==> config.mk <==
export PLATFORM = sky130hd
export DESIGN_NAME = spi_flash_command_sequencer_top
export DESIGN_NICKNAME = d
export VERILOG_FILES = /design/src/rtl/sfcs_pkg.sv /design/src/rtl/sfcs_front.sv /design/src/rtl/sfcs_queue.sv /design/src/rtl/sfcs_back.sv /design/src/rtl/spi_flash_command_sequencer_top.sv
export SDC_FILE = /design/constraint.sdc
export NUM_CORES = 1
export LEC_CHECK = 0
export BUFFER_PORTS_ARGS = -buffer_cell sky130_fd_sc_hd__buf_4
export CAP_MARGIN = 20
export CORE_MARGIN = 2
export CORE_UTILIZATION = 50
export DETAILED_ROUTE_END_ITERATION = 12
export GPL_ROUTABILITY_DRIVEN = 0
export HOLD_SLACK_MARGIN = 0.08
export PLACE_DENSITY = 0.73
export RECOVER_POWER = 50
export SLEW_MARGIN = 0
export SYNTH_ARGS = -nofsm -noshare
export SYNTH_HDL_FRONTEND = slang
export SYNTH_SLANG_ARGS = --single-unit
==> constraint.sdc <==
create_clock -name aclk -period 5.9 [get_ports aclk]
set_clock_uncertainty 0.2 [all_clocks]
set_input_delay 0 -clock aclk [delete_from_list [all_inputs] [get_ports aclk]]
set_output_delay 0 -clock aclk [all_outputs]
set_load 0.1 [all_outputs]
==> src/rtl/sfcs_pkg.sv <==
// ----------------------------------------------------------------------------
// sfcs_pkg - shared types and constants of the SPI flash command sequencer
// Request and result payloads, configuration set, command descriptor and the
// table that spells out the byte frames of each command.
// ----------------------------------------------------------------------------
package sfcs_pkg;

    // Field widths and geometry
    localparam int ADDR_W       = 24;
    localparam int BYTE_W       = 8;
    localparam int ADDRESS_BITS = 24;
    localparam int SECTOR_BITS  = 12;

    localparam logic [ADDR_W-1:0] ADDR_MASK   = ADDR_W'((33'd1 << ADDRESS_BITS) - 33'd1);
    localparam logic [ADDR_W-1:0] SECTOR_MASK = ADDR_W'((25'd1 << SECTOR_BITS) - 25'd1);

    localparam logic [BYTE_W-1:0] DUMMY_BYTE = 8'hFF;
    localparam int                BUSY_BIT   = 0;

    // Command queue geometry
    localparam int QUEUE_DEPTH = 4;
    localparam int QPTR_W      = $clog2(QUEUE_DEPTH);
    localparam int QCNT_W      = $clog2(QUEUE_DEPTH + 1);

    // Configuration port
    localparam int APB_ADDR_W = 5;
    localparam int APB_DATA_W = 32;
    localparam int REG_IDX_W  = 3;

    localparam logic [REG_IDX_W-1:0] REG_OP_READ          = 3'd0;
    localparam logic [REG_IDX_W-1:0] REG_OP_WRITE_ENABLE  = 3'd1;
    localparam logic [REG_IDX_W-1:0] REG_OP_WRITE_DISABLE = 3'd2;
    localparam logic [REG_IDX_W-1:0] REG_OP_SECTOR_ERASE  = 3'd3;
    localparam logic [REG_IDX_W-1:0] REG_OP_AAI_PROGRAM   = 3'd4;
    localparam logic [REG_IDX_W-1:0] REG_OP_READ_STATUS   = 3'd5;

    localparam logic [BYTE_W-1:0] RST_OP_READ          = 8'h03;
    localparam logic [BYTE_W-1:0] RST_OP_WRITE_ENABLE  = 8'h06;
    localparam logic [BYTE_W-1:0] RST_OP_WRITE_DISABLE = 8'h04;
    localparam logic [BYTE_W-1:0] RST_OP_SECTOR_ERASE  = 8'h20;
    localparam logic [BYTE_W-1:0] RST_OP_AAI_PROGRAM   = 8'hAD;
    localparam logic [BYTE_W-1:0] RST_OP_READ_STATUS   = 8'h05;

    // Request modes
    localparam logic [2:0] MODE_READ_OPEN   = 3'd0;
    localparam logic [2:0] MODE_READ_BYTE   = 3'd1;
    localparam logic [2:0] MODE_READ_CLOSE  = 3'd2;
    localparam logic [2:0] MODE_WRITE_OPEN  = 3'd3;
    localparam logic [2:0] MODE_WRITE_PAIR  = 3'd4;
    localparam logic [2:0] MODE_WRITE_CLOSE = 3'd5;
    localparam logic [2:0] MODE_STATUS      = 3'd6;

    typedef struct packed {
        logic [2:0]        mode;
        logic [ADDR_W-1:0] address;
        logic [BYTE_W-1:0] data_first;
        logic [BYTE_W-1:0] data_second;
        logic [BYTE_W-1:0] status_byte;
    } sfcs_in_t;

    typedef struct packed {
        logic [BYTE_W-1:0] tx_byte;
        logic              tx_valid;
        logic              frame_start;
        logic              frame_end;
        logic              capture_rx;
        logic              error;
        logic              last;
    } sfcs_out_t;

    typedef struct packed {
        logic [BYTE_W-1:0] op_read;
        logic [BYTE_W-1:0] op_write_enable;
        logic [BYTE_W-1:0] op_write_disable;
        logic [BYTE_W-1:0] op_sector_erase;
        logic [BYTE_W-1:0] op_aai_program;
        logic [BYTE_W-1:0] op_read_status;
    } cfg_t;

    // Protocol phase of the flash
    typedef enum logic [3:0] {
        PH_IDLE    = 4'b0001,
        PH_READING = 4'b0010,
        PH_BUSY    = 4'b0100,
        PH_WRITING = 4'b1000
    } phase_t;

    // What to do once the busy bit clears
    typedef enum logic [1:0] {
        ACT_NONE   = 2'd0,
        ACT_ERASED = 2'd1,
        ACT_PAIRED = 2'd2
    } action_t;

    // Command kinds handed from front to back
    typedef enum logic [3:0] {
        K_READ_OPEN   = 4'd0,
        K_READ_BYTE   = 4'd1,
        K_READ_CLOSE  = 4'd2,
        K_WRITE_OPEN  = 4'd3,
        K_PAIR        = 4'd4,
        K_WRITE_CLOSE = 4'd5,
        K_POLL        = 4'd6,
        K_WE_AFTER    = 4'd7,
        K_DONE        = 4'd8,
        K_ERROR       = 4'd9
    } kind_t;

    typedef struct packed {
        kind_t             kind;
        logic [ADDR_W-1:0] address;
        logic [BYTE_W-1:0] data_first;
        logic [BYTE_W-1:0] data_second;
        logic              first_pair;
    } desc_t;

    // Source of one result byte
    typedef enum logic [3:0] {
        SL_WD    = 4'd0,
        SL_RD    = 4'd1,
        SL_WE    = 4'd2,
        SL_SE    = 4'd3,
        SL_AAI   = 4'd4,
        SL_RS    = 4'd5,
        SL_AH    = 4'd6,
        SL_AM    = 4'd7,
        SL_AL    = 4'd8,
        SL_D1    = 4'd9,
        SL_D2    = 4'd10,
        SL_DUMMY = 4'd11,
        SL_EMPTY = 4'd12,
        SL_ERR   = 4'd13
    } slot_t;

    typedef struct packed {
        slot_t slot;
        logic  frame_start;
        logic  frame_end;
        logic  capture_rx;
        logic  last;
    } step_info_t;

    // Frame table: byte source and framing of each step of each command.
    // A pair that carries the address uses steps 0..7; one without it skips
    // the three address steps.
    function automatic step_info_t step_info(kind_t kind, logic [2:0] step);
        step_info_t info;
        info      = '0;
        info.slot = SL_EMPTY;
        unique case (kind)
            K_READ_OPEN: begin
                unique case (step)
                    3'd0: begin
                        info.slot = SL_WD; info.frame_start = 1'b1; info.frame_end = 1'b1;
                    end
                    3'd1: begin
                        info.slot = SL_RD; info.frame_start = 1'b1;
                    end
                    3'd2: info.slot = SL_AH;
                    3'd3: info.slot = SL_AM;
                    default: begin
                        info.slot = SL_AL; info.last = 1'b1;
                    end
                endcase
            end
            K_READ_BYTE: begin
                info.slot = SL_DUMMY; info.capture_rx = 1'b1; info.last = 1'b1;
            end
            K_READ_CLOSE: begin
                info.slot = SL_EMPTY; info.frame_end = 1'b1; info.last = 1'b1;
            end
            K_WRITE_OPEN: begin
                unique case (step)
                    3'd0: begin
                        info.slot = SL_WE; info.frame_start = 1'b1; info.frame_end = 1'b1;
                    end
                    3'd1: begin
                        info.slot = SL_SE; info.frame_start = 1'b1;
                    end
                    3'd2: info.slot = SL_AH;
                    3'd3: info.slot = SL_AM;
                    3'd4: begin
                        info.slot = SL_AL; info.frame_end = 1'b1;
                    end
                    3'd5: begin
                        info.slot = SL_RS; info.frame_start = 1'b1;
                    end
                    default: begin
                        info.slot = SL_DUMMY; info.frame_end = 1'b1;
                        info.capture_rx = 1'b1; info.last = 1'b1;
                    end
                endcase
            end
            K_PAIR: begin
                unique case (step)
                    3'd0: begin
                        info.slot = SL_AAI; info.frame_start = 1'b1;
                    end
                    3'd1: info.slot = SL_AH;
                    3'd2: info.slot = SL_AM;
                    3'd3: info.slot = SL_AL;
                    3'd4: info.slot = SL_D1;
                    3'd5: begin
                        info.slot = SL_D2; info.frame_end = 1'b1;
                    end
                    3'd6: begin
                        info.slot = SL_RS; info.frame_start = 1'b1;
                    end
                    default: begin
                        info.slot = SL_DUMMY; info.frame_end = 1'b1;
                        info.capture_rx = 1'b1; info.last = 1'b1;
                    end
                endcase
            end
            K_WRITE_CLOSE: begin
                info.slot = SL_WD; info.frame_start = 1'b1;
                info.frame_end = 1'b1; info.last = 1'b1;
            end
            K_POLL: begin
                if (step == 3'd0) begin
                    info.slot = SL_RS; info.frame_start = 1'b1;
                end else begin
                    info.slot = SL_DUMMY; info.frame_end = 1'b1;
                    info.capture_rx = 1'b1; info.last = 1'b1;
                end
            end
            K_WE_AFTER: begin
                info.slot = SL_WE; info.frame_start = 1'b1;
                info.frame_end = 1'b1; info.last = 1'b1;
            end
            K_DONE: begin
                info.slot = SL_EMPTY; info.last = 1'b1;
            end
            default: begin
                info.slot = SL_ERR; info.last = 1'b1;
            end
        endcase
        return info;
    endfunction

endpackage

==> src/rtl/sfcs_front.sv <==
// ----------------------------------------------------------------------------
// sfcs_front - request classifier
// Tracks the flash protocol phase, checks each request against it and turns
// it into one command descriptor for the back end.
// ----------------------------------------------------------------------------
module sfcs_front import sfcs_pkg::*; (
    input  logic     aclk,
    input  logic     aresetn,
    input  logic     s_valid,
    output logic     s_ready,
    input  sfcs_in_t s_data,
    input  logic     q_full,
    output logic     push,
    output desc_t    push_desc
);

    phase_t            phase_reg, phase_next;
    logic [ADDR_W-1:0] sector_reg, sector_next;
    logic              first_reg, first_next;
    action_t           action_reg, action_next;
    logic [ADDR_W-1:0] addr_masked;

    assign s_ready     = !q_full;
    assign push        = s_valid && !q_full;
    assign addr_masked = s_data.address & ADDR_MASK;

    // Classify the request and work out the next phase
    always_comb begin
        phase_next            = phase_reg;
        sector_next           = sector_reg;
        first_next            = first_reg;
        action_next           = action_reg;
        push_desc.kind        = K_ERROR;
        push_desc.address     = addr_masked;
        push_desc.data_first  = s_data.data_first;
        push_desc.data_second = s_data.data_second;
        push_desc.first_pair  = first_reg;
        priority if (s_data.mode == MODE_READ_OPEN && phase_reg == PH_IDLE) begin
            push_desc.kind = K_READ_OPEN;
            phase_next     = PH_READING;
        end else if (s_data.mode == MODE_READ_BYTE && phase_reg == PH_READING) begin
            push_desc.kind = K_READ_BYTE;
        end else if (s_data.mode == MODE_READ_CLOSE && phase_reg == PH_READING) begin
            push_desc.kind = K_READ_CLOSE;
            phase_next     = PH_IDLE;
        end else if (s_data.mode == MODE_WRITE_OPEN && phase_reg == PH_IDLE) begin
            sector_next       = addr_masked & ~SECTOR_MASK;
            push_desc.kind    = K_WRITE_OPEN;
            push_desc.address = addr_masked & ~SECTOR_MASK;
            first_next        = 1'b1;
            action_next       = ACT_ERASED;
            phase_next        = PH_BUSY;
        end else if (s_data.mode == MODE_WRITE_PAIR && phase_reg == PH_WRITING) begin
            push_desc.kind    = K_PAIR;
            push_desc.address = sector_reg;
            first_next        = 1'b0;
            action_next       = ACT_PAIRED;
            phase_next        = PH_BUSY;
        end else if (s_data.mode == MODE_WRITE_CLOSE && phase_reg == PH_WRITING) begin
            push_desc.kind = K_WRITE_CLOSE;
            first_next     = 1'b0;
            phase_next     = PH_IDLE;
        end else if (s_data.mode == MODE_STATUS && phase_reg == PH_BUSY) begin
            if (s_data.status_byte[BUSY_BIT]) begin
                push_desc.kind = K_POLL;
            end else begin
                push_desc.kind = (action_reg == ACT_ERASED) ? K_WE_AFTER : K_DONE;
                action_next    = ACT_NONE;
                phase_next     = PH_WRITING;
            end
        end else begin
            push_desc.kind = K_ERROR;
        end
    end

    // Commit the phase on each accepted request
    always_ff @(posedge aclk) begin
        if (!aresetn) begin
            phase_reg  <= PH_IDLE;
            sector_reg <= '0;
            first_reg  <= 1'b0;
            action_reg <= ACT_NONE;
        end else if (push) begin
            phase_reg  <= phase_next;
            sector_reg <= sector_next;
            first_reg  <= first_next;
            action_reg <= action_next;
        end
    end

endmodule

==> src/rtl/sfcs_queue.sv <==
// ----------------------------------------------------------------------------
// sfcs_queue - command descriptor queue
// Short first-in first-out buffer between the classifier and the frame
// generator.
// ----------------------------------------------------------------------------
module sfcs_queue import sfcs_pkg::*; (
    input  logic  aclk,
    input  logic  aresetn,
    input  logic  push,
    input  desc_t push_desc,
    output logic  full,
    input  logic  pop,
    output logic  q_valid,
    output desc_t q_desc
);

    desc_t             entry_reg [QUEUE_DEPTH];
    logic [QPTR_W-1:0] wr_ptr_reg, rd_ptr_reg;
    logic [QCNT_W-1:0] count_reg;
    logic              do_pop;

    assign full    = (count_reg == QCNT_W'(QUEUE_DEPTH));
    assign q_valid = (count_reg != '0);
    assign q_desc  = entry_reg[rd_ptr_reg];
    assign do_pop  = pop && q_valid;

    // Store the pushed descriptor
    always_ff @(posedge aclk) begin
        if (push) begin
            entry_reg[wr_ptr_reg] <= push_desc;
        end
    end

    // Advance pointers and occupancy
    always_ff @(posedge aclk) begin
        if (!aresetn) begin
            wr_ptr_reg <= '0;
            rd_ptr_reg <= '0;
            count_reg  <= '0;
        end else begin
            if (push) begin
                wr_ptr_reg <= (wr_ptr_reg == QPTR_W'(QUEUE_DEPTH - 1)) ? '0 : wr_ptr_reg + 1'b1;
            end
            if (do_pop) begin
                rd_ptr_reg <= (rd_ptr_reg == QPTR_W'(QUEUE_DEPTH - 1)) ? '0 : rd_ptr_reg + 1'b1;
            end
            if (push && !do_pop) begin
                count_reg <= count_reg + 1'b1;
            end else if (do_pop && !push) begin
                count_reg <= count_reg - 1'b1;
            end
        end
    end

endmodule

==> src/rtl/sfcs_back.sv <==
// ----------------------------------------------------------------------------
// sfcs_back - frame generator
// Takes one command descriptor at a time and emits its result bytes, one per
// cycle while the consumer keeps up, through a registered output stage.
// ----------------------------------------------------------------------------
module sfcs_back import sfcs_pkg::*; (
    input  logic      aclk,
    input  logic      aresetn,
    input  cfg_t      cfg,
    input  logic      q_valid,
    input  desc_t     q_desc,
    output logic      pop,
    output logic      m_valid,
    input  logic      m_ready,
    output sfcs_out_t m_data
);

    desc_t      desc_reg;
    logic       act_reg;
    logic [2:0] step_reg;
    logic       m_valid_reg;
    sfcs_out_t  m_data_reg;

    logic       out_free;
    logic       emit;
    logic       done;
    logic [2:0] eff_step;
    step_info_t info;
    sfcs_out_t  result;

    assign out_free = !m_valid_reg || m_ready;
    assign emit     = act_reg && out_free;

    // Skip the address steps of a pair that follows the first one
    assign eff_step = (desc_reg.kind == K_PAIR && !desc_reg.first_pair && step_reg != 3'd0)
                      ? step_reg + 3'd3 : step_reg;
    assign info     = step_info(desc_reg.kind, eff_step);
    assign done     = emit && info.last;
    assign pop      = q_valid && (!act_reg || done);

    // Pick the byte for the current step
    always_comb begin
        result             = '0;
        result.frame_start = info.frame_start;
        result.frame_end   = info.frame_end;
        result.capture_rx  = info.capture_rx;
        result.last        = info.last;
        result.tx_valid    = 1'b1;
        unique case (info.slot)
            SL_WD:    result.tx_byte = cfg.op_write_disable;
            SL_RD:    result.tx_byte = cfg.op_read;
            SL_WE:    result.tx_byte = cfg.op_write_enable;
            SL_SE:    result.tx_byte = cfg.op_sector_erase;
            SL_AAI:   result.tx_byte = cfg.op_aai_program;
            SL_RS:    result.tx_byte = cfg.op_read_status;
            SL_AH:    result.tx_byte = desc_reg.address[23:16];
            SL_AM:    result.tx_byte = desc_reg.address[15:8];
            SL_AL:    result.tx_byte = desc_reg.address[7:0];
            SL_D1:    result.tx_byte = desc_reg.data_first;
            SL_D2:    result.tx_byte = desc_reg.data_second;
            SL_DUMMY: result.tx_byte = DUMMY_BYTE;
            SL_ERR: begin
                result.tx_valid = 1'b0;
                result.error    = 1'b1;
            end
            default:  result.tx_valid = 1'b0;
        endcase
    end

    // Load the next descriptor, or step through the current one
    always_ff @(posedge aclk) begin
        if (!aresetn) begin
            act_reg  <= 1'b0;
            step_reg <= '0;
        end else if (pop) begin
            act_reg  <= 1'b1;
            step_reg <= '0;
        end else if (done) begin
            act_reg <= 1'b0;
        end else if (emit) begin
            step_reg <= step_reg + 1'b1;
        end
    end

    always_ff @(posedge aclk) begin
        if (pop) begin
            desc_reg <= q_desc;
        end
    end

    // Hold the result until the consumer takes it
    always_ff @(posedge aclk) begin
        if (!aresetn) begin
            m_valid_reg <= 1'b0;
        end else if (emit) begin
            m_valid_reg <= 1'b1;
        end else if (m_ready) begin
            m_valid_reg <= 1'b0;
        end
    end

    always_ff @(posedge aclk) begin
        if (emit) begin
            m_data_reg <= result;
        end
    end

    assign m_valid = m_valid_reg;
    assign m_data  = m_data_reg;

endmodule

==> src/rtl/spi_flash_command_sequencer_top.sv <==
// ----------------------------------------------------------------------------
// spi_flash_command_sequencer_top - SPI NOR flash command sequencer
// Turns host requests into the byte frames that drive a serial NOR flash,
// with opcode registers on an APB-style port.
//
//   channel   direction  handshake            payload
//   s_        in         s_valid / s_ready    sfcs_in_t  (one request)
//   m_        out        m_valid / m_ready    sfcs_out_t (one frame byte)
//   apb       in/out     psel/penable/pready  opcode registers
//
// Each request yields 1 to 8 result bytes, one per clock while m_ready is
// high; sustained rate is one result byte per cycle, paced by the frame
// generator stepping through its frame table. An accepted request enters
// the command queue, then the frame generator, then its output register.
// A four-entry command queue lets requests be taken while bytes still drain.
// Reset (aresetn low, synchronous) returns to the idle phase, empties the
// queue and restores the opcode defaults; m_ready low holds the output.
// ----------------------------------------------------------------------------
module spi_flash_command_sequencer_top import sfcs_pkg::*; (
    input  logic                  aclk,
    input  logic                  aresetn,
    input  logic                  s_valid,
    output logic                  s_ready,
    input  sfcs_in_t              s_data,
    output logic                  m_valid,
    input  logic                  m_ready,
    output sfcs_out_t             m_data,
    input  logic                  psel,
    input  logic                  penable,
    input  logic                  pwrite,
    input  logic [APB_ADDR_W-1:0] paddr,
    input  logic [APB_DATA_W-1:0] pwdata,
    output logic [APB_DATA_W-1:0] prdata,
    output logic                  pready
);

    cfg_t                 cfg_reg;
    logic [REG_IDX_W-1:0] reg_idx;
    logic                 reg_wr;
    logic                 push;
    desc_t                push_desc;
    logic                 q_full;
    logic                 q_valid;
    desc_t                q_desc;
    logic                 pop;

    assign pready  = 1'b1;
    assign reg_idx = paddr[APB_ADDR_W-1:2];
    assign reg_wr  = psel && penable && pwrite;

    // Write opcode registers
    always_ff @(posedge aclk) begin
        if (!aresetn) begin
            cfg_reg.op_read          <= RST_OP_READ;
            cfg_reg.op_write_enable  <= RST_OP_WRITE_ENABLE;
            cfg_reg.op_write_disable <= RST_OP_WRITE_DISABLE;
            cfg_reg.op_sector_erase  <= RST_OP_SECTOR_ERASE;
            cfg_reg.op_aai_program   <= RST_OP_AAI_PROGRAM;
            cfg_reg.op_read_status   <= RST_OP_READ_STATUS;
        end else if (reg_wr) begin
            unique case (reg_idx)
                REG_OP_READ:          cfg_reg.op_read          <= pwdata[7:0];
                REG_OP_WRITE_ENABLE:  cfg_reg.op_write_enable  <= pwdata[7:0];
                REG_OP_WRITE_DISABLE: cfg_reg.op_write_disable <= pwdata[7:0];
                REG_OP_SECTOR_ERASE:  cfg_reg.op_sector_erase  <= pwdata[7:0];
                REG_OP_AAI_PROGRAM:   cfg_reg.op_aai_program   <= pwdata[7:0];
                REG_OP_READ_STATUS:   cfg_reg.op_read_status   <= pwdata[7:0];
                default: ;
            endcase
        end
    end

    // Read back opcode registers
    always_comb begin
        prdata = '0;
        unique case (reg_idx)
            REG_OP_READ:          prdata[7:0] = cfg_reg.op_read;
            REG_OP_WRITE_ENABLE:  prdata[7:0] = cfg_reg.op_write_enable;
            REG_OP_WRITE_DISABLE: prdata[7:0] = cfg_reg.op_write_disable;
            REG_OP_SECTOR_ERASE:  prdata[7:0] = cfg_reg.op_sector_erase;
            REG_OP_AAI_PROGRAM:   prdata[7:0] = cfg_reg.op_aai_program;
            REG_OP_READ_STATUS:   prdata[7:0] = cfg_reg.op_read_status;
            default:              prdata      = '0;
        endcase
    end

    sfcs_front u_front (
        .aclk      (aclk),
        .aresetn   (aresetn),
        .s_valid   (s_valid),
        .s_ready   (s_ready),
        .s_data    (s_data),
        .q_full    (q_full),
        .push      (push),
        .push_desc (push_desc)
    );

    sfcs_queue u_queue (
        .aclk      (aclk),
        .aresetn   (aresetn),
        .push      (push),
        .push_desc (push_desc),
        .full      (q_full),
        .pop       (pop),
        .q_valid   (q_valid),
        .q_desc    (q_desc)
    );

    sfcs_back u_back (
        .aclk    (aclk),
        .aresetn (aresetn),
        .cfg     (cfg_reg),
        .q_valid (q_valid),
        .q_desc  (q_desc),
        .pop     (pop),
        .m_valid (m_valid),
        .m_ready (m_ready),
        .m_data  (m_data)
    );

`ifndef SYNTHESIS
    // No result may leave the cycle after reset
    a_reset_quiet: assert property (@(posedge aclk)
        $past(!aresetn) |-> !m_valid)
        else $error("result valid straight after reset");

    // A refused request yields a lone, unsent, final result
    a_error_lone: assert property (@(posedge aclk) disable iff (!aresetn)
        (m_valid && m_data.error) |->
            (m_data.last && !m_data.tx_valid && !m_data.frame_start && !m_data.frame_end))
        else $error("error result carries frame fields");

    // Captured bytes are always clocked by a dummy byte that opens no frame
    a_capture_dummy: assert property (@(posedge aclk) disable iff (!aresetn)
        (m_valid && m_data.capture_rx) |->
            (m_data.tx_valid && m_data.tx_byte == DUMMY_BYTE && !m_data.frame_start))
        else $error("capture without dummy byte");

    // A descriptor is only taken when the queue has one
    a_pop_valid: assert property (@(posedge aclk) disable iff (!aresetn)
        pop |-> q_valid)
        else $error("pop from empty queue");
`endif

endmodule

-- Word level (Yosys, flattened, before mapping)
Memory sizes are Yosys's and may differ from the RTL's. A register that Yosys moved wholly into a read port is not among the register bits.
Index checks and enable logic that the tools add are counted.
- register bits: 93
- latch bits: 0
- bits in writable memories: 180
- memory bits (read-only): 0
- bits of input ports: 95
- memories kept: 1
- memory list (memory ; depth ; width ; rd ports ; clocked after memory_dff ; write ports ; line ; RTL):
    u_queue.entry_reg ; 4 ; 45 ; 1 ; 1 ; 1 ; sfcs_queue.sv:17 ; desc_t entry_reg [QUEUE_DEPTH];
- add/sub/neg operators: 6
- multipliers: 0
- divide/modulo/power cells: 0
- order comparisons: 0
- equality and inequality tests: 49
- shifts and indexed selects: 0
- muxes and demuxes: 63
- bitwise operators: 5
- reduce and logical (&&, ||, !) cells: 63
- operators with widths (kind ; count):
    24-bit 2-to-1 mux ; 4
    8-bit case mux with 12 select lines ; 1
    4-bit 2-to-1 mux ; 17
    8-bit case mux with 6 select lines ; 1
    4-bit by 3-bit == test with 1-bit output, second input constant ; 9
    4-bit case mux with 8 select lines ; 1
    4-bit == test, second input constant ; 7
    28-bit 2-to-1 mux ; 1
    4-bit case mux with 7 select lines ; 1
    3-bit == test, second input constant ; 9
    4-bit case mux with 6 select lines ; 1
    4-bit by 2-bit == test with 1-bit output, second input constant ; 5
    3-bit by 2-bit == test with 1-bit output, second input constant ; 6
    1-bit logical AND ; 18
    1-bit 2-to-1 mux ; 18
    2-bit 2-to-1 mux ; 9
    4-bit case mux with 4 select lines ; 1
    2-bit AND reduction ; 7
    4-bit by 1-bit == test with 1-bit output, second input constant ; 3
    3-bit 2-to-1 mux ; 4
    3-bit nonzero test ; 4
    12-bit OR reduction ; 1
    6-bit OR reduction ; 2
    1-bit case mux with 5 select lines ; 2
    25 further kinds ; 54

-- Logic depth before layout (Yosys ltp)
- depth in word-level cells: 15
- mapped depth: 18
- gate-level depth less buffers: 16

-- By module
A second synthesis with hierarchy kept.
- cell total of the unflattened synthesis: 1059
- area total of the unflattened synthesis: 14567.7 µm²
- by module, submodules not included (module ; instances ; cells an instance ; area each (µm²)):
    sfcs_queue ; 1 ; 281 ; 7013.0
    sfcs_back ; 1 ; 353 ; 3744.8
    spi_flash_command_sequencer_top ; 1 ; 258 ; 2432.3
    sfcs_front ; 1 ; 167 ; 1377.6

-- Worst setup path after synthesis
No wires, ideal clock.
- path type: register to register
- start point: register u_back.step_reg[0]
- end point: register u_queue.count_reg[2]
- library setup time: 0.070 ns
- data arrival time: 5.716 ns
- required time: 5.630 ns
- setup slack: -0.086 ns
- stages on the path, launching flop included: 19
- path buffers: 2
- clock period less this slack: 5.986 ns
- cells stage by stage: dfxtp_1 -> clkbuf_1 -> clkinv_1 -> ha_1 -> clkbuf_1 -> or4_1 -> nor2_1 -> a221o_1 -> a21oi_1 -> o21ai_2 -> a21oi_1 -> nor2_1 -> inv_1 -> ha_1 -> inv_1 -> fa_1 -> xor2_1 -> or3_1 -> a21oi_1
- word-level cells in the longest chain between the ends: 14
- elaborated cells on any way between the ends: 28
- those cells by class: 1 x add/sub; 6 x eq/ne; 7 x mux; 14 x reduce/logical
- ends and longest elaborated chain (what ; line ; RTL):
    start: declaration ; sfcs_back.sv:20 ; logic [2:0] step_reg;
    start signal: assignment ; sfcs_back.sv:81 ; step_reg <= step_reg + 1'b1;
    branches (longest 2 deep; another with 3-bit by 2-bit adder with 3-bit output) ; - ;
    3-bit 2-to-1 mux (*) ; sfcs_back.sv:36 ; ? step_reg + 3'd3 : step_reg;
    3-bit by 1-bit == test with 1-bit output, or another cell as far along ; sfcs_pkg.sv:152, sfcs_pkg.sv:173, sfcs_pkg.sv:195 ;
    7-bit OR reduction (no source line), or another cell as far along ; - ;
    2-bit 2-to-1 mux, or another cell as far along ; sfcs_pkg.sv:195 ; unique case (step)
    1-bit case mux with 4 select lines (*) ; sfcs_pkg.sv:150 ; unique case (kind)
    1-bit logical AND (*) ; sfcs_back.sv:38 ; assign done = emit && info.last;
    1-bit logical OR (*) ; sfcs_back.sv:39 ; assign pop = q_valid && (!act_reg || done);
    1-bit logical AND (*) ; sfcs_back.sv:39 ;
    named net pop ; spi_flash_command_sequencer_top.sv:45 ; logic pop;
    1-bit logical AND (*) ; sfcs_queue.sv:25 ; assign do_pop = pop && q_valid;
    1-bit logical NOT ; sfcs_queue.sv:47 ; if (push && !do_pop) begin
    1-bit logical AND ; sfcs_queue.sv:47 ;
    3-bit 2-to-1 mux / 2-bit nonzero test (equally long branches) ; - ;
    end signal: assignment ; sfcs_queue.sv:48 ; count_reg <= count_reg + 1'b1;
    end signal: assignment ; sfcs_queue.sv:50 ; count_reg <= count_reg - 1'b1;
    end: declaration ; sfcs_queue.sv:19 ; logic [QCNT_W-1:0] count_reg;
Mark *: on every way through the listed nets, which the timed path passes.
A chain may end at the register's enable or synchronous reset.

-- Worst setup path in the final report
- start point: register u_back.desc_reg[42] (netlist name)
- end point: register u_queue.count_reg[2]
- word-level cells in the longest chain between the ends: 15
- elaborated cells on any way between the ends: 31
- those cells by class: 9 x eq/ne; 7 x mux; 15 x reduce/logical
- ends and longest elaborated chain (what ; line ; RTL):
    4-bit by 3-bit == test with 1-bit output ; sfcs_pkg.sv:150, sfcs_back.sv:35 ;
    1-bit logical AND (2 in a row) ; sfcs_back.sv:35 ; assign eff_step = (desc_reg.kind == K_PAIR && !desc_reg.first_pair && step_reg != 3'd0)
    3-bit 2-to-1 mux ; sfcs_back.sv:36 ;
    3-bit by 1-bit == test with 1-bit output, or another cell as far along ; sfcs_pkg.sv:152, sfcs_pkg.sv:173, sfcs_pkg.sv:195 ;
    7-bit OR reduction (no source line), or another cell as far along ; - ;
    2-bit 2-to-1 mux, or another cell as far along ; sfcs_pkg.sv:195 ;
    1-bit case mux with 4 select lines (*) ; sfcs_pkg.sv:150 ;
    1-bit logical AND (*) ; sfcs_back.sv:38 ;
    1-bit logical OR (*) ; sfcs_back.sv:39 ;
    1-bit logical AND (*) ; sfcs_back.sv:39 ;
    named net pop ; spi_flash_command_sequencer_top.sv:45 ;
    1-bit logical AND (*) ; sfcs_queue.sv:25 ;
    1-bit logical NOT ; sfcs_queue.sv:47 ;
    1-bit logical AND ; sfcs_queue.sv:47 ;
    3-bit 2-to-1 mux / 2-bit nonzero test (equally long branches) ; - ;
Mark *: on every way through the listed nets, which the timed path passes. The rest lies on a longest branch.

==> summary.txt <==
Post-CTS Resized: 0
CTS Buf Count: 34
Hold Path Stages: 4
Slew HR: -102%
failing checks: max-capacitance violations, max-slew violations
Pwr Total: 7.67 mW
Max Freq: 220 MHz
Post-Syn Area: 14200 um^2
# setup viols final: 0
DIE HEIGHT: 173 um
clock slew at reported path FFs: 70 ps
max FFs per register: 180
worst min-delay path class: input pin to flop
leading cell type in the layout, fill and taps excluded: edfxtp_1
crit end category: flop
first-pass GRT wire length: 53.6 mm
Syn Area/Cell: 13.5 um^2
critical path startpoint category: flop
RSZ-0062 raised after global routing: false
final WL: 34.0 mm
Crit Path Class: flop to flop
CTS Buffer Depth: 3
initial antenna violation count: 0
total track usage: 22.8%
IO buf count: 85
Post-synth EDFFs: 239
DRT Pass-1 Iters: 5
Final period util: 77.2%
Lkg Pwr: 5.94 nW
Avg WL per Cell: 20.7 um
status: finished with violations
layout cells sized above 1: 16.6%
row cnt: 61
start point of the critical path: u_back.desc_reg[42]$_DFFE_PP_
clock share of power: 27.6%
Seq/Total Area, Yosys: 61.7%
CP required: 6110 ps
Die Span X: 173 um
P_sw: 2.69 mW
Worst Path Arrival: 4770 ps
library cells used by synthesis: 87
Routed Antenna Nets: 0
GR Overflow Total: 0
pin count of the biggest net entering global routing: 49
vias in the first global route: 9515
Switching Fraction: 35.0%
Ant. Diodes: 0
Setup Buffers After CTS: 0
Sequential Power Share: 42.1%
Max Slew Vio Count: 233
Hold EP: cfg_reg[6]$_SDFFE_PN0P_
commonest non-fill, non-tap cells in the layout: edfxtp_1 (239), dlygate4sd3_1 (111), dfxtp_1 (77)
DR iter-0 viols: 863
Worst Tran Pin Value: 3030 ps
Cell Pwr Density: 447 nW/um^2
NumNets Final: 1340
Max VDD drop: 0.224 mV
CTS tree: built
via count of the routed design: 9616
vias per cell: 5.87
cell count after synthesis: 1054
area growth from synthesis to layout: 20.8%
Ports: 144
CTS Hold Buffers Added: 111
clk sinks: 318
shortest period the worst path allows: 4550 ps
# DRC: 0
clk root buf: clkbuf_16
RR Startpoint: u_back.desc_reg[42]$_DFFE_PP_
Clk Latency, worst-skew pair: 510 ps
reg2reg end: u_queue.count_reg[2]$_SDFFE_PN0P_
internal power: 4.98 mW
Starting Density: 51.0%
area of the core: 27900 um^2
Worst R2R Setup Slack: 1350 ps
Async SR Flop Fraction: 0%
final hold vios: 0
setup TNS: 0 ps
number of synthesized register bits: 318
Hold Startpoint: pwdata[6]
crit path max fanout: 20
detailed placement HPWL: 19.9 mm
synth warn: 0
Register-to-Register Path Depth: 14
die area: 29800 um^2
Comb pwr share: 30.2%
Synth Flop Type: edfxtp_1
Max H-tree Level: 2
MaxCap Viol Count: 5
-- cells by family after synthesis --
logic type | after synthesis | share of synthesized area (%)
other | 2 | 0.0529
DFF | 318 | 61.7
muxes | 125 | 13.1
and+or+nand+nor | 287 | 10.4
buffers and inverters | 110 | 3.84
xor gates and xnor gates | 8 | 0.493
AOI/OAI and AO/OA | 194 | 9.50
adders and majority gates | 10 | 0.934
-- power groups by stage --
stage	clock [mW]	sequential [mW]	combinational (mW)
2_1_floorplan	0	3.35	1.59
3_3_place_gp	0	3.24	2.27
3_5_place_dp	0	3.26	2.29
4_1_cts	2.14	3.22	2.35
5_1_grt	2.25	3.28	2.48
6_report	2.12	3.23	2.32
-- per-layer routing --
layer / up-vias / part of all wire [%] / GRT usage [%]
li1: 4397 / - / -
met2: 407 / 49 / 37.4
met4: 0 / 2.7 / 7.16
met1: 4734 / 42 / 31.1
met5: - / 0 / 0
met3: 78 / 7.0 / 4.00
-- worst max path at each step --
stage                                        endpoint  slack, ps  cells past startpoint
finish              u_queue.count_reg[2]$_SDFFE_PN0P_       1350                     14
detailed placement  u_queue.count_reg[2]$_SDFFE_PN0P_       1440                     14
floorplan           u_queue.count_reg[2]$_SDFFE_PN0P_        720                     18
global placement    u_queue.count_reg[2]$_SDFFE_PN0P_       1490                     14
global route        u_queue.count_reg[2]$_SDFFE_PN0P_       1030                     14
CTS                 u_queue.count_reg[2]$_SDFFE_PN0P_       1430                     14
-- layout make-up --
type / instances / area (um^2)
fillers: 2147 / 10700
flip-flops and latches: 318 / 8760
multi-input cells: 649 / 5000
repair buffers: 213 / 1750
clock buffers: 49 / 938
well taps: 378 / 473
clock inverters: 13 / 166
inverters: 19 / 71.3
-- stage by stage --
step	hold WS, ps	instances	area (um^2)	setup slack (ps)	utilization, %
6_report	118	1639	17200	1350	61.6
5_1_grt	124	1639	17200	1030	61.6
4_1_cts	100	1638	17300	1430	62.0
3_5_place_dp	4.97	1465	15100	1440	54.1
3_3_place_gp	2.59	1464	15100	1490	54.1
2_1_floorplan	-101	1077	14300	722	-
-- Yosys cell counts, types with 18 or more instances --
cell | n | area (um^2)
buf_4 | 25 | 188
edfxtp_1 | 239 | 7180
nand3_1 | 27 | 135
clkbuf_1 | 46 | 173
mux2i_1 | 60 | 601
mux4_2 | 47 | 1060
o21ai_0 | 23 | 115
nor2_1 | 68 | 255
dfxtp_1 | 79 | 1580
mux2_2 | 18 | 203
nand2_1 | 73 | 274
a21oi_1 | 53 | 265
-- worst max-delay path, stage by stage (launching register included) --
cell and delay (ps):
edfxtp_1 650, or4b_4 710, o31ai_1 300, nand2_1 180
and2_1 200, or3_1 450, a21oi_1 420, nor2_4 70
inv_1 60, ha_1 170, inv_1 60, fa_1 370
xor2_1 150, or3_1 300, a21oi_1 140
(Power assumes the default switching activity.)
